### src/rtl/epoch_to_calendar_date_core_defines.svh
// Assertion macros shared by the epoch to calendar date converter.
// No dependencies; included by the files that carry assertions.
`ifndef EPOCH_TO_CALENDAR_DATE_CORE_DEFINES_SVH
`define EPOCH_TO_CALENDAR_DATE_CORE_DEFINES_SVH

`ifndef ASSERT_OFF

`define ECD_ASSERT(label, prop, msg) \
   label: assert property (@(posedge clock) disable iff (reset) prop) else $error(msg);

`define ECD_ASSERT_RESET(label, prop, msg) \
   label: assert property (@(posedge clock) prop) else $error(msg);

`else

`define ECD_ASSERT(label, prop, msg)

`define ECD_ASSERT_RESET(label, prop, msg)

`endif

`endif

### src/rtl/ecd_pkg.sv
// Package for the epoch to calendar date converter: constants, tables and types.
// No dependencies; used by every module of the converter.
package ecd_pkg;

   localparam int EPOCH_W        = 32;
   localparam int SECS_PER_MIN   = 60;
   localparam int MINS_PER_HOUR  = 60;
   localparam int HOURS_PER_DAY  = 24;
   localparam int DAYS_PER_CYCLE = 365 * 4 + 1;

   localparam int SEC_W   = 6;
   localparam int MIN_W   = 6;
   localparam int HOUR_W  = 5;
   localparam int DAY_W   = 5;
   localparam int MONTH_W = 4;
   localparam int YEAR_W  = 8;
   localparam int DIC_W   = $clog2(DAYS_PER_CYCLE);
   localparam int DOY_W   = 9;

   localparam logic [DIC_W-1:0] YEAR_START [4] = '{
      DIC_W'(0), DIC_W'(366), DIC_W'(731), DIC_W'(1096)
   };

   // Month starts in a common year; a leap year adds one from March on.
   localparam logic [DOY_W-1:0] MONTH_START [12] = '{
      DOY_W'(0),   DOY_W'(31),  DOY_W'(59),  DOY_W'(90),
      DOY_W'(120), DOY_W'(151), DOY_W'(181), DOY_W'(212),
      DOY_W'(243), DOY_W'(273), DOY_W'(304), DOY_W'(334)
   };

   typedef struct packed {
      logic [SEC_W-1:0]  second;
      logic [MIN_W-1:0]  minute;
      logic [HOUR_W-1:0] hour;
   } time_type;

   function automatic int quot_width(input int in_w, input int divisor);
      return in_w - $clog2(divisor) + 1;
   endfunction

endpackage

### src/rtl/ecd_div_const.sv
// Two-stage divider by a constant: reciprocal multiply, then one correction step.
// Depends on ecd_pkg for the time fields that travel alongside each item.
module ecd_div_const
   import ecd_pkg::*;
#(
   parameter int IN_W   = EPOCH_W,
   parameter int DIV    = SECS_PER_MIN,
   parameter int REM_W  = $clog2(DIV),
   parameter int QUOT_W = IN_W - REM_W + 1
) (
   input  logic              clock,
   input  logic              reset,
   input  logic              in_valid,
   output logic              in_ready,
   input  logic [IN_W-1:0]   in_value,
   input  time_type          in_side,
   output logic              out_valid,
   input  logic              out_ready,
   output logic [QUOT_W-1:0] out_quot,
   output logic [REM_W-1:0]  out_rem,
   output time_type          out_side
);

   localparam int SHIFT = IN_W + REM_W - 1;
   localparam logic [IN_W-1:0] RECIP = IN_W'((64'd1 << SHIFT) / DIV);

   logic                s1_valid_ff, s1_valid_in;
   logic [IN_W-1:0]     s1_value_ff;
   logic [2*IN_W-1:0]   s1_prod_ff, s1_prod_in;
   time_type            s1_side_ff;
   logic                s2_valid_ff, s2_valid_in;
   logic [QUOT_W-1:0]   s2_quot_ff, s2_quot_in;
   logic [REM_W-1:0]    s2_rem_ff, s2_rem_in;
   time_type            s2_side_ff;
   logic                s1_ready, s2_ready;
   logic [QUOT_W-1:0]   quot_est;
   logic [IN_W-1:0]     back_prod;
   logic [IN_W-1:0]     rem_full;

   assign s2_ready = !s2_valid_ff || out_ready;
   assign s1_ready = !s1_valid_ff || s2_ready;
   assign in_ready = s1_ready;

   assign s1_valid_in = in_valid;
   assign s1_prod_in  = (2 * IN_W)'(in_value) * (2 * IN_W)'(RECIP);

   always_comb begin
      quot_est  = s1_prod_ff[SHIFT +: QUOT_W];
      back_prod = IN_W'(IN_W'(quot_est) * IN_W'(DIV));
      rem_full  = s1_value_ff - back_prod;
      if (rem_full >= IN_W'(DIV)) begin
         s2_quot_in = quot_est + QUOT_W'(1);
         s2_rem_in  = REM_W'(rem_full - IN_W'(DIV));
      end else begin
         s2_quot_in = quot_est;
         s2_rem_in  = REM_W'(rem_full);
      end
   end

   assign s2_valid_in = s1_valid_ff;

   always_ff @(posedge clock) begin
      if (reset) begin
         s1_valid_ff <= 1'b0;
         s2_valid_ff <= 1'b0;
      end else begin
         if (s1_ready) begin
            s1_valid_ff <= s1_valid_in;
         end
         if (s2_ready) begin
            s2_valid_ff <= s2_valid_in;
         end
      end
   end

   always_ff @(posedge clock) begin
      if (s1_ready && in_valid) begin
         s1_value_ff <= in_value;
         s1_prod_ff  <= s1_prod_in;
         s1_side_ff  <= in_side;
      end
      if (s2_ready && s1_valid_ff) begin
         s2_quot_ff <= s2_quot_in;
         s2_rem_ff  <= s2_rem_in;
         s2_side_ff <= s1_side_ff;
      end
   end

   assign out_valid = s2_valid_ff;
   assign out_quot  = s2_quot_ff;
   assign out_rem   = s2_rem_ff;
   assign out_side  = s2_side_ff;

endmodule

### src/rtl/ecd_calendar.sv
// Two-stage calendar lookup: year within the four-year cycle, then month and day.
// Depends on ecd_pkg for the year and month start tables.
module ecd_calendar
   import ecd_pkg::*;
#(
   parameter int CYCLE_W = 8
) (
   input  logic               clock,
   input  logic               reset,
   input  logic               in_valid,
   output logic               in_ready,
   input  logic [CYCLE_W-1:0] in_cycles,
   input  logic [DIC_W-1:0]   in_day_in_cycle,
   input  time_type           in_side,
   output logic               out_valid,
   input  logic               out_ready,
   output time_type           out_side,
   output logic [DAY_W-1:0]   out_day,
   output logic [MONTH_W-1:0] out_month,
   output logic [YEAR_W-1:0]  out_year
);

   logic               s1_valid_ff;
   logic [YEAR_W-1:0]  s1_year_ff, s1_year_in;
   logic [DOY_W-1:0]   s1_doy_ff, s1_doy_in;
   logic               s1_leap_ff, s1_leap_in;
   time_type           s1_side_ff;
   logic               s2_valid_ff;
   logic [DAY_W-1:0]   s2_day_ff, s2_day_in;
   logic [MONTH_W-1:0] s2_month_ff, s2_month_in;
   logic [YEAR_W-1:0]  s2_year_ff;
   time_type           s2_side_ff;
   logic               s1_ready, s2_ready;
   logic [1:0]         year_in_cycle;

   assign s2_ready = !s2_valid_ff || out_ready;
   assign s1_ready = !s1_valid_ff || s2_ready;
   assign in_ready = s1_ready;

   always_comb begin
      if (in_day_in_cycle >= YEAR_START[3]) begin
         year_in_cycle = 2'd3;
      end else if (in_day_in_cycle >= YEAR_START[2]) begin
         year_in_cycle = 2'd2;
      end else if (in_day_in_cycle >= YEAR_START[1]) begin
         year_in_cycle = 2'd1;
      end else begin
         year_in_cycle = 2'd0;
      end
      s1_doy_in  = DOY_W'(in_day_in_cycle - YEAR_START[year_in_cycle]);
      s1_leap_in = (year_in_cycle == 2'd0);
      s1_year_in = YEAR_W'({in_cycles, year_in_cycle});
   end

   always_comb begin
      logic [DOY_W-1:0] starts [12];
      logic [3:0]       month_idx;
      for (int i = 0; i < 12; i++) begin
         starts[i] = MONTH_START[i] + DOY_W'((s1_leap_ff && i >= 2) ? 1 : 0);
      end
      month_idx = 4'd0;
      for (int i = 1; i < 12; i++) begin
         if (s1_doy_ff >= starts[i]) begin
            month_idx = 4'(i);
         end
      end
      s2_month_in = MONTH_W'(month_idx + 4'd1);
      s2_day_in   = DAY_W'(s1_doy_ff - starts[month_idx] + DOY_W'(1));
   end

   always_ff @(posedge clock) begin
      if (reset) begin
         s1_valid_ff <= 1'b0;
         s2_valid_ff <= 1'b0;
      end else begin
         if (s1_ready) begin
            s1_valid_ff <= in_valid;
         end
         if (s2_ready) begin
            s2_valid_ff <= s1_valid_ff;
         end
      end
   end

   always_ff @(posedge clock) begin
      if (s1_ready && in_valid) begin
         s1_year_ff <= s1_year_in;
         s1_doy_ff  <= s1_doy_in;
         s1_leap_ff <= s1_leap_in;
         s1_side_ff <= in_side;
      end
      if (s2_ready && s1_valid_ff) begin
         s2_day_ff   <= s2_day_in;
         s2_month_ff <= s2_month_in;
         s2_year_ff  <= s1_year_ff;
         s2_side_ff  <= s1_side_ff;
      end
   end

   assign out_valid = s2_valid_ff;
   assign out_side  = s2_side_ff;
   assign out_day   = s2_day_ff;
   assign out_month = s2_month_ff;
   assign out_year  = s2_year_ff;

endmodule

### src/rtl/epoch_to_calendar_date_core.sv
// Epoch to calendar date converter, top level; uses ecd_pkg, ecd_div_const and ecd_calendar.
// The path from an accepted item to its result runs through two stages for each of the
// four constant divisions (by 60, 60, 24 and 1461) and two for the calendar lookup.
// Throughput is one item per cycle; each stage holds its item while the next one is full.
// Synchronous reset empties the pipeline; no payload register is cleared.
`include "epoch_to_calendar_date_core_defines.svh"

module epoch_to_calendar_date_core
   import ecd_pkg::*;
(
   input  logic               clock,
   input  logic               reset,
   input  logic               req_valid,
   output logic               req_ready,
   input  logic [EPOCH_W-1:0] req_epoch_seconds,
   output logic               rsp_valid,
   input  logic               rsp_ready,
   output logic [SEC_W-1:0]   rsp_second_of_minute,
   output logic [MIN_W-1:0]   rsp_minute_of_hour,
   output logic [HOUR_W-1:0]  rsp_hour_of_day,
   output logic [DAY_W-1:0]   rsp_day_of_month,
   output logic [MONTH_W-1:0] rsp_month_of_year,
   output logic [YEAR_W-1:0]  rsp_year_since_2000
);

   localparam int Q1_W = quot_width(EPOCH_W, SECS_PER_MIN);
   localparam int Q2_W = quot_width(Q1_W, MINS_PER_HOUR);
   localparam int Q3_W = quot_width(Q2_W, HOURS_PER_DAY);
   localparam int Q4_W = quot_width(Q3_W, DAYS_PER_CYCLE);

   logic              d1_valid, d1_ready, d2_valid, d2_ready;
   logic              d3_valid, d3_ready, d4_valid, d4_ready;
   logic [Q1_W-1:0]   d1_quot;
   logic [Q2_W-1:0]   d2_quot;
   logic [Q3_W-1:0]   d3_quot;
   logic [Q4_W-1:0]   d4_quot;
   logic [SEC_W-1:0]  d1_rem;
   logic [MIN_W-1:0]  d2_rem;
   logic [HOUR_W-1:0] d3_rem;
   logic [DIC_W-1:0]  d4_rem;
   time_type          d1_side, d2_side, d3_side, d4_side;
   time_type          side2, side3, side4, cal_side;

   ecd_div_const #(.IN_W(EPOCH_W), .DIV(SECS_PER_MIN)) u_div_sec (
      .clock(clock), .reset(reset),
      .in_valid(req_valid), .in_ready(req_ready),
      .in_value(req_epoch_seconds), .in_side(time_type'('0)),
      .out_valid(d1_valid), .out_ready(d1_ready),
      .out_quot(d1_quot), .out_rem(d1_rem), .out_side(d1_side)
   );

   always_comb begin
      side2        = d1_side;
      side2.second = d1_rem;
   end

   ecd_div_const #(.IN_W(Q1_W), .DIV(MINS_PER_HOUR)) u_div_min (
      .clock(clock), .reset(reset),
      .in_valid(d1_valid), .in_ready(d1_ready),
      .in_value(d1_quot), .in_side(side2),
      .out_valid(d2_valid), .out_ready(d2_ready),
      .out_quot(d2_quot), .out_rem(d2_rem), .out_side(d2_side)
   );

   always_comb begin
      side3        = d2_side;
      side3.minute = d2_rem;
   end

   ecd_div_const #(.IN_W(Q2_W), .DIV(HOURS_PER_DAY)) u_div_hour (
      .clock(clock), .reset(reset),
      .in_valid(d2_valid), .in_ready(d2_ready),
      .in_value(d2_quot), .in_side(side3),
      .out_valid(d3_valid), .out_ready(d3_ready),
      .out_quot(d3_quot), .out_rem(d3_rem), .out_side(d3_side)
   );

   always_comb begin
      side4      = d3_side;
      side4.hour = d3_rem;
   end

   ecd_div_const #(.IN_W(Q3_W), .DIV(DAYS_PER_CYCLE)) u_div_cycle (
      .clock(clock), .reset(reset),
      .in_valid(d3_valid), .in_ready(d3_ready),
      .in_value(d3_quot), .in_side(side4),
      .out_valid(d4_valid), .out_ready(d4_ready),
      .out_quot(d4_quot), .out_rem(d4_rem), .out_side(d4_side)
   );

   ecd_calendar #(.CYCLE_W(Q4_W)) u_calendar (
      .clock(clock), .reset(reset),
      .in_valid(d4_valid), .in_ready(d4_ready),
      .in_cycles(d4_quot), .in_day_in_cycle(d4_rem), .in_side(d4_side),
      .out_valid(rsp_valid), .out_ready(rsp_ready),
      .out_side(cal_side), .out_day(rsp_day_of_month),
      .out_month(rsp_month_of_year), .out_year(rsp_year_since_2000)
   );

   assign rsp_second_of_minute = cal_side.second;
   assign rsp_minute_of_hour   = cal_side.minute;
   assign rsp_hour_of_day      = cal_side.hour;

   `ECD_ASSERT(a_time_range, rsp_valid |-> (rsp_second_of_minute < 6'd60) && (rsp_minute_of_hour < 6'd60) && (rsp_hour_of_day < 5'd24), "time field out of range")
   `ECD_ASSERT(a_date_range, rsp_valid |-> (rsp_day_of_month != 5'd0) && (rsp_month_of_year != 4'd0) && (rsp_month_of_year <= 4'd12), "date field out of range")
   `ECD_ASSERT(a_common_feb, rsp_valid && (rsp_month_of_year == 4'd2) && (rsp_year_since_2000[1:0] != 2'd0) |-> (rsp_day_of_month <= 5'd28), "February too long in a common year")
   `ECD_ASSERT_RESET(a_reset_empty, reset |=> !rsp_valid, "result offered straight after reset")

endmodule

### config.mk
export PLATFORM = sky130hd
export DESIGN_NAME = epoch_to_calendar_date_core
export DESIGN_NICKNAME = d
export VERILOG_FILES = /design/src/rtl/ecd_pkg.sv /design/src/rtl/ecd_div_const.sv /design/src/rtl/ecd_calendar.sv /design/src/rtl/epoch_to_calendar_date_core.sv
export VERILOG_INCLUDE_DIRS = /design/src /design/src/rtl
export SDC_FILE = /design/constraint.sdc
export NUM_CORES = 2
export LEC_CHECK = 0
export ABC_AREA = 1
export BUFFER_PORTS_ARGS = -buffer_cell sky130_fd_sc_hd__buf_2
export CAP_MARGIN = 15
export CORE_MARGIN = 1
export CORE_UTILIZATION = 40
export DETAILED_ROUTE_END_ITERATION = 10
export SLEW_MARGIN = 25
export SYNTH_ARGS = -nofsm -noshare
export SYNTH_HDL_FRONTEND = slang
export SYNTH_SLANG_ARGS = --single-unit
### constraint.sdc
create_clock -name clock -period 17.9 [get_ports clock]
set_input_delay 3.58 -clock clock [delete_from_list [all_inputs] [get_ports clock]]
set_output_delay 3.58 -clock clock [all_outputs]
set_load 0.02 [all_outputs]
# [Word-level counts from Yosys, hierarchy flattened]
# Index checks and enable logic that the tools add are counted.
[totals] output_inout_bits=36 ff_bits=540 elab_cells=166
[classes] mul=8 n_bitwise=2 mux=29 magnitude_cmp=20 n_reduce_logical=31 add_sub_neg=26
[op_table] operator="greater-or-equal comparator 9 bit" count=10
[op_table] operator="multiplier 32 x 29 -> 61 bit (second input constant)" count=1
[op_table] operator="multiplier 27 x 25 -> 52 bit (second input constant)" count=1
[op_table] operator="multiplier 22 x 21 -> 43 bit (second input constant)" count=1
[op_table] operator="two-way mux 4 bit" count=10
[op_table] operator="adder 8 x 9 -> 9 bit (first input constant)" count=4
[op_table] operator="binary-select mux 9 bit (select 4 bit)" count=1
[op_table] operator="multiplier 18 x 17 -> 35 bit (second input constant)" count=1
[op_table] operator="greater-or-equal comparator 32 x 6 -> 1 bit (second input constant)" count=1
[op_table] operator="subtractor 32 bit" count=1
[op_table] operator="multiplier 27 x 4 -> 30 bit (second input constant)" count=1
[op_table] operator="adder 27 x 1 -> 27 bit (second input constant)" count=1
[op_table] operator="adder 9 bit (first input constant)" count=3
[op_table] operator="greater-or-equal comparator 27 x 6 -> 1 bit (second input constant)" count=1
[op_table] operator="two-way mux 27 bit" count=1
[op_table] operator="subtractor 27 bit" count=1
[op_table] operator="multiplier 22 x 4 -> 25 bit (second input constant)" count=1
[op_table] operator="adder 22 x 1 -> 22 bit (second input constant)" count=1
[op_table] operator="binary-select mux 11 bit (select 2 bit)" count=1
[op_table] operator="greater-or-equal comparator 22 x 5 -> 1 bit (second input constant)" count=1
[op_table] operator="two-way mux 22 bit" count=1
[op_table] operator="subtractor 22 bit" count=1
[op_table] operator="multiplier 18 x 2 -> 19 bit (second input constant)" count=1
[op_table] operator="adder 18 x 1 -> 18 bit (second input constant)" count=1
[op_table] operator="32 further kinds" count=69

# [Depth between registers and ports, before layout]
[depth] depth_word=19 mapped_depth=35

# [Hierarchy]
# A second synthesis with hierarchy kept.
[unflattened] hier_cells=7420 area_unflattened_um2=64479.3
[modules_own_cells] module="ecd_div_const (u_div_sec)" cells_per_inst=2313 area_each_um2=19288.5 instances=1
[modules_own_cells] module="ecd_div_const (u_div_min)" cells_per_inst=1862 area_each_um2=15417.3 instances=1
[modules_own_cells] module="ecd_div_const (u_div_hour)" cells_per_inst=1532 area_each_um2=13733.2 instances=1
[modules_own_cells] module="ecd_div_const (u_div_cycle)" cells_per_inst=1375 area_each_um2=12340.6 instances=1
[modules_own_cells] module="ecd_calendar" cells_per_inst=337 area_each_um2=3696.0 instances=1
[modules_own_cells] module="epoch_to_calendar_date_core" cells_per_inst=1 area_each_um2=3.8 instances=1

# [Worst setup path before layout]
# No wires, ideal clock.
[synth_timing] kind="input -> register" from="in req_epoch_seconds[2]" to="reg u_div_sec.s1_prod_ff[61] (data pin)" setup_slack_ns=9.085 setup_ns=0.252 n_path_buf=0 t_arrival_ns=8.563 stages=22 t_required_ns=17.648 cell_sequence="ha_1 inv_1 fa_1 inv_1 fa_1 fa_1 fa_1 fa_1 fa_1 ha_1 nand2_1 nor2_1 inv_1 nor2_1 and3_1 nand3_1 nand3_1 nand2_1 o21ai_0 nand2_1 nand3_1 nand2_1"
[synth_via] elab_chain_len=1
[synth_lines] item="from (decl)" line_no="epoch_to_calendar_date_core.sv:15" source="input logic [EPOCH_W-1:0] req_epoch_seconds,"
[synth_lines] item="multiplier 32 x 29 -> 61 bit" line_no="ecd_div_const.sv:45" source="assign s1_prod_in = (2 * IN_W)'(in_value) * (2 * IN_W)'(RECIP);"
[synth_lines] item="named net u_div_sec.s1_prod_in[61]" line_no="ecd_div_const.sv:29" source="logic [2*IN_W-1:0] s1_prod_ff, s1_prod_in;"
[synth_lines] item="to (signal assigned)" line_no="ecd_div_const.sv:79" source="s1_prod_ff <= s1_prod_in;"
[synth_lines] item="to (decl)" line_no="ecd_div_const.sv:29"
# The timed path passes the listed nets, and every way through them passes these cells.
# A chain may end at the register's enable or synchronous reset.

# [Worst setup path in the final report]
[layout_timing] from="in rsp_ready" to="out req_ready"
[layout_via] elab_chain_len=10
[layout_lines] item="from (decl)" line_no="epoch_to_calendar_date_core.sv:17" source="input logic rsp_ready,"
[layout_lines] item="logical OR 1 bit" line_no="ecd_calendar.sv:36" source="assign s2_ready = !s2_valid_ff || out_ready;"
[layout_lines] item="logical OR 1 bit" line_no="ecd_calendar.sv:37" source="assign s1_ready = !s1_valid_ff || s2_ready;"
[layout_lines] item="logical OR 1 bit" line_no="ecd_div_const.sv:40" source="assign s2_ready = !s2_valid_ff || out_ready;"
[layout_lines] item="logical OR 1 bit" line_no="ecd_div_const.sv:41" source="assign s1_ready = !s1_valid_ff || s2_ready;"
[layout_lines] item="logical OR 1 bit" line_no="ecd_div_const.sv:40"
[layout_lines] item="logical OR 1 bit" line_no="ecd_div_const.sv:41"
[layout_lines] item="logical OR 1 bit" line_no="ecd_div_const.sv:40"
[layout_lines] item="logical OR 1 bit" line_no="ecd_div_const.sv:41"
[layout_lines] item="logical OR 1 bit" line_no="ecd_div_const.sv:40"
[layout_lines] item="logical OR 1 bit" line_no="ecd_div_const.sv:41"
[layout_lines] item="to (decl)" line_no="epoch_to_calendar_date_core.sv:14" source="output logic req_ready,"
# Every way passes these cells.

==> results.py <==
metrics = {
    "synth": {
        "synth_xor_xnor_area_share": 0.03785,
        "async_reset_ff_frac": 0,
        "synth_fp_nets": 8547,
        "ys_dominant_reg_cell": "edfxtp_1",
        "ys_warn_count": 0,
        "synth_fa_ha_area_frac": 0.4315,
        "synth.yosys.seq_area_share": 0.2095,
        "synth_top_family_by_area": "adder cells",
        "syn_area_per_cell_sq_um": 8.835,
        "synth.area.top_cells": "fa_1 22%, ha_1 21%, edfxtp_1 21%",
        "synth_simple_gate_area_share": 0.1538,
        "yosysMostFrequentCell": "inv_1",
        "synth_compound_area_frac": 0.06915,
        "yosys-mux-area-fraction": 0,
        "synth-edff-count": 414,
        "synth.top_cells.by_count": "1,516 x inv_1, 1,189 x nand2_1, 1,033 x ha_1, 654 x fa_1, 429 x nor2_1",
        "biggest_area_consumer_among_synthesized_cells": "fa_1",
        "synthesis.area_sq_um": 60290,
        "area_share_of_the_leading_cell_type_in_the_synthesized_netlist": 0.2172,
        "synth_seq_cells": 424,
        "syn_inst": 6824,
        "synth_cell_type_count": 58,
    },
    "sta": {
        "timing.slew.headroom": 0.4229,
        "clock.fmax_mhz": 99.76,
        "slew_viol_final": 0,
        "rsz0062_at_grt": "no",
        "worst_clock_skew_ns": 0.05725,
        "timing.final.crit_period_ns": 10.02,
        "fin_tns_setup_ns": 0,
        "max_slew.worst_pin.slew_ns": 0.8647,
        "hold_viol": 0,
        "worst_hold_slack_ns": 0.3764,
        "period_share": 0.5600,
        "finalSetupViolations": 0,
    },
    "drt": {
        "post_detailed_route_drc_marker_count": 0,
        "postRouteAntennaNets": 0,
        "dr.pass1.iters": 6,
        "drt_wl_total_um": 160500,
        "route.detailed.vias_per_inst": 5.039,
        "wl_per_cell_um": 17.86,
        "drt_iter0_markers": 2604,
        "routed_vias": 45290,
    },
    "run": {
        "max_cap_violations": 0,
    },
    "clocking": {
        "postCtsSetupBuffers": 0,
        "clock_tree.root_cell": "clkbuf_16",
        "cts_resized": 0,
        "clock_sinks": 424,
        "clk_pin_slew_worst_paths_ns": 0.06,
        "insertion_delay_ns": 0.66,
        "tritoncts": "yes",
        "holdBufCountCts": 0,
        "number_of_buffers_added_by_the_clock_tree_synthesis_step": 50,
        "clock_tree.buffer_depth": 3,
        "h-tree-depth": 2,
    },
    "die": {
        "design.die.area_sq_um": 152300,
        "x_dimension_of_the_die_um": 390.2,
        "core_area_sq_um": 149800,
        "io-pin-count": 72,
        "initial_utilization": 0.4025,
        "std_cell_rows": 142,
        "dieHeight_um": 390.2,
    },
    "placement": {
        "placement.io_buffers": 71,
        "globalplace.congestion": 0.9496,
        "post-dp-hpwl_um": 139200,
    },
    "critical_path": {
        "timing_worst_setup_path_type": "in -> out",
        "critPathCaptureType": "output pin",
        "max_stage_delay_ns": 0.33,
        "worstPathRequired_ns": 14.32,
        "critPathMostFrequentCell": "nor2_1",
        "cpLargestDelayFamily": "simple AND/OR/NAND/NOR gates",
        "crit_path_top_delay_cell": "nor2_1",
        "timing.critical_path.cells": "buf_2 -> nor2_1 -> inv_1 -> nor2_1 -> inv_1 -> nor2_1 -> inv_1 -> nor2_1 -> inv_1 -> nor2_1 -> nand2_1 -> nor2_1 -> nand2_1 -> nor2_1 -> nand2_1 -> buf_2",
        "path_max_fanout": 3,
        "crit_arrival_ns": 6.44,
        "critPathBufInv": 6,
        "timing.critical_path.from_type": "input pin",
    },
    "global_routing": {
        "antenna_violations_before_repair": 2,
        "grt_start_max_net_pins": 60,
        "grt_pass1_vias": 46400,
        "grtUsageTotal": 0.2142,
        "grt_pass1_wl_um": 255800,
        "remaining_overflow_grt": 0,
    },
    "cells_and_area": {
        "fraction_of_final_layout_cells_sized_beyond_drive_strength_1": 0.03500,
        "num_antenna_cells": 0,
        "post-route-util": 0.4335,
        "finish.net_count": 8654,
        "final.fill_count": 14890,
        "area_growth_pct": 7.693,
    },
    "min_path": {
        "hp-class": "reg -> reg",
    },
    "run_status": {
        "outcome": "complete, no violations",
    },
}
metrics by stage:
stage / cells / cell area (sq um) / setup WS, ns
3_5_place_dp: 8893 / 63110 / 7.898
3_3_place_gp: 8893 / 63100 / 7.821
5_1_grt: 8988 / 64930 / 7.588
2_1_floorplan: 6824 / 60290 / 9.085
4_1_cts: 8986 / 64880 / 7.897
6_report: 8988 / 64930 / 7.876
layer usage:
| metal | GRT usage | up-vias | routed length (um) |
|---|---|---|---|
| met5 | 0 | - | 28 |
| met1 | 0.2910 | 21870 | 73620 |
| met3 | 0.02442 | 217 | 6887 |
| li1 | - | 22270 | - |
| met4 | 0.05512 | 4 | 4271 |
| met2 | 0.3616 | 932 | 75730 |
kinds of logic after synthesis:
family	count (synthesis)
compound gates	741
xor+xnor	258
fa+ha+maj	1687
buf+inv	1554
flops	424
simple gates	2160
final cells by class:
class | instances | area (sq um) | area share
multi-input combinational | 4846 | 41780 | 0.6435
sequential | 424 | 12630 | 0.1946
inverter | 1523 | 5717 | 0.08805
tap | 2016 | 2522 | 0.03885
clock buffer | 59 | 1295 | 0.01995
timing repair buffer | 86 | 500.5 | 0.007708
clock inverter | 34 | 476.7 | 0.007342
final timing paths:
path,start,to,slack [ns],cells past startpoint
max,rsp_ready,req_ready,7.88,16
min,u_div_hour.s1_side_ff[8],u_div_hour.out_side[8],0.38,0
max reg2reg,u_div_sec.s1_prod_ff[41],u_div_sec.out_rem[3],11.10,25
min reg2reg,u_div_hour.s1_side_ff[8],u_div_hour.out_side[8],0.38,0
flip-flops by register name (all words and copies together), names as in the netlist, 17 cells and up:
register,cells
u_calendar.out_side,17
u_calendar.s1_side_ff,17
u_div_cycle.out_side,17
u_div_cycle.s1_side_ff,17
u_div_cycle.s1_value_ff,18
u_div_hour.out_quot,18
u_div_hour.s1_prod_ff,18
u_div_hour.s1_value_ff,22
u_div_min.out_quot,22
u_div_min.s1_prod_ff,22
u_div_min.s1_value_ff,27
u_div_sec.out_quot,27
u_div_sec.s1_prod_ff,27
u_div_sec.s1_value_ff,32
layout by cell type, fill, tap and decap left out, drive strengths merged, types with 3 or more instances in the layout:
cell type,instances
inv,1524
nand2,1209
ha,1033
fa,654
nor2,448
edfxtp,414
a21oi,357
nand3,228
o21ai,196
xor2,173
nand4,150
buf,86
xnor2,85
clkbuf,59
nor3,55
a31oi,47
a21o,36
nor4,29
o21bai,25
nand3b,23
clkinv,20
a21boi,17
o21a,16
o211ai,12
dfxtp,10
and3,9
o31ai,9
bufinv,8
a211oi,7
a221oi,5
o2111ai,5
clkinvlp,5
and2,4
nor3b,4
o221ai,3
Power is left out: the tool's default activity adds up to more than one toggle a clock period on the data nets, which glitch-free logic cannot reach.
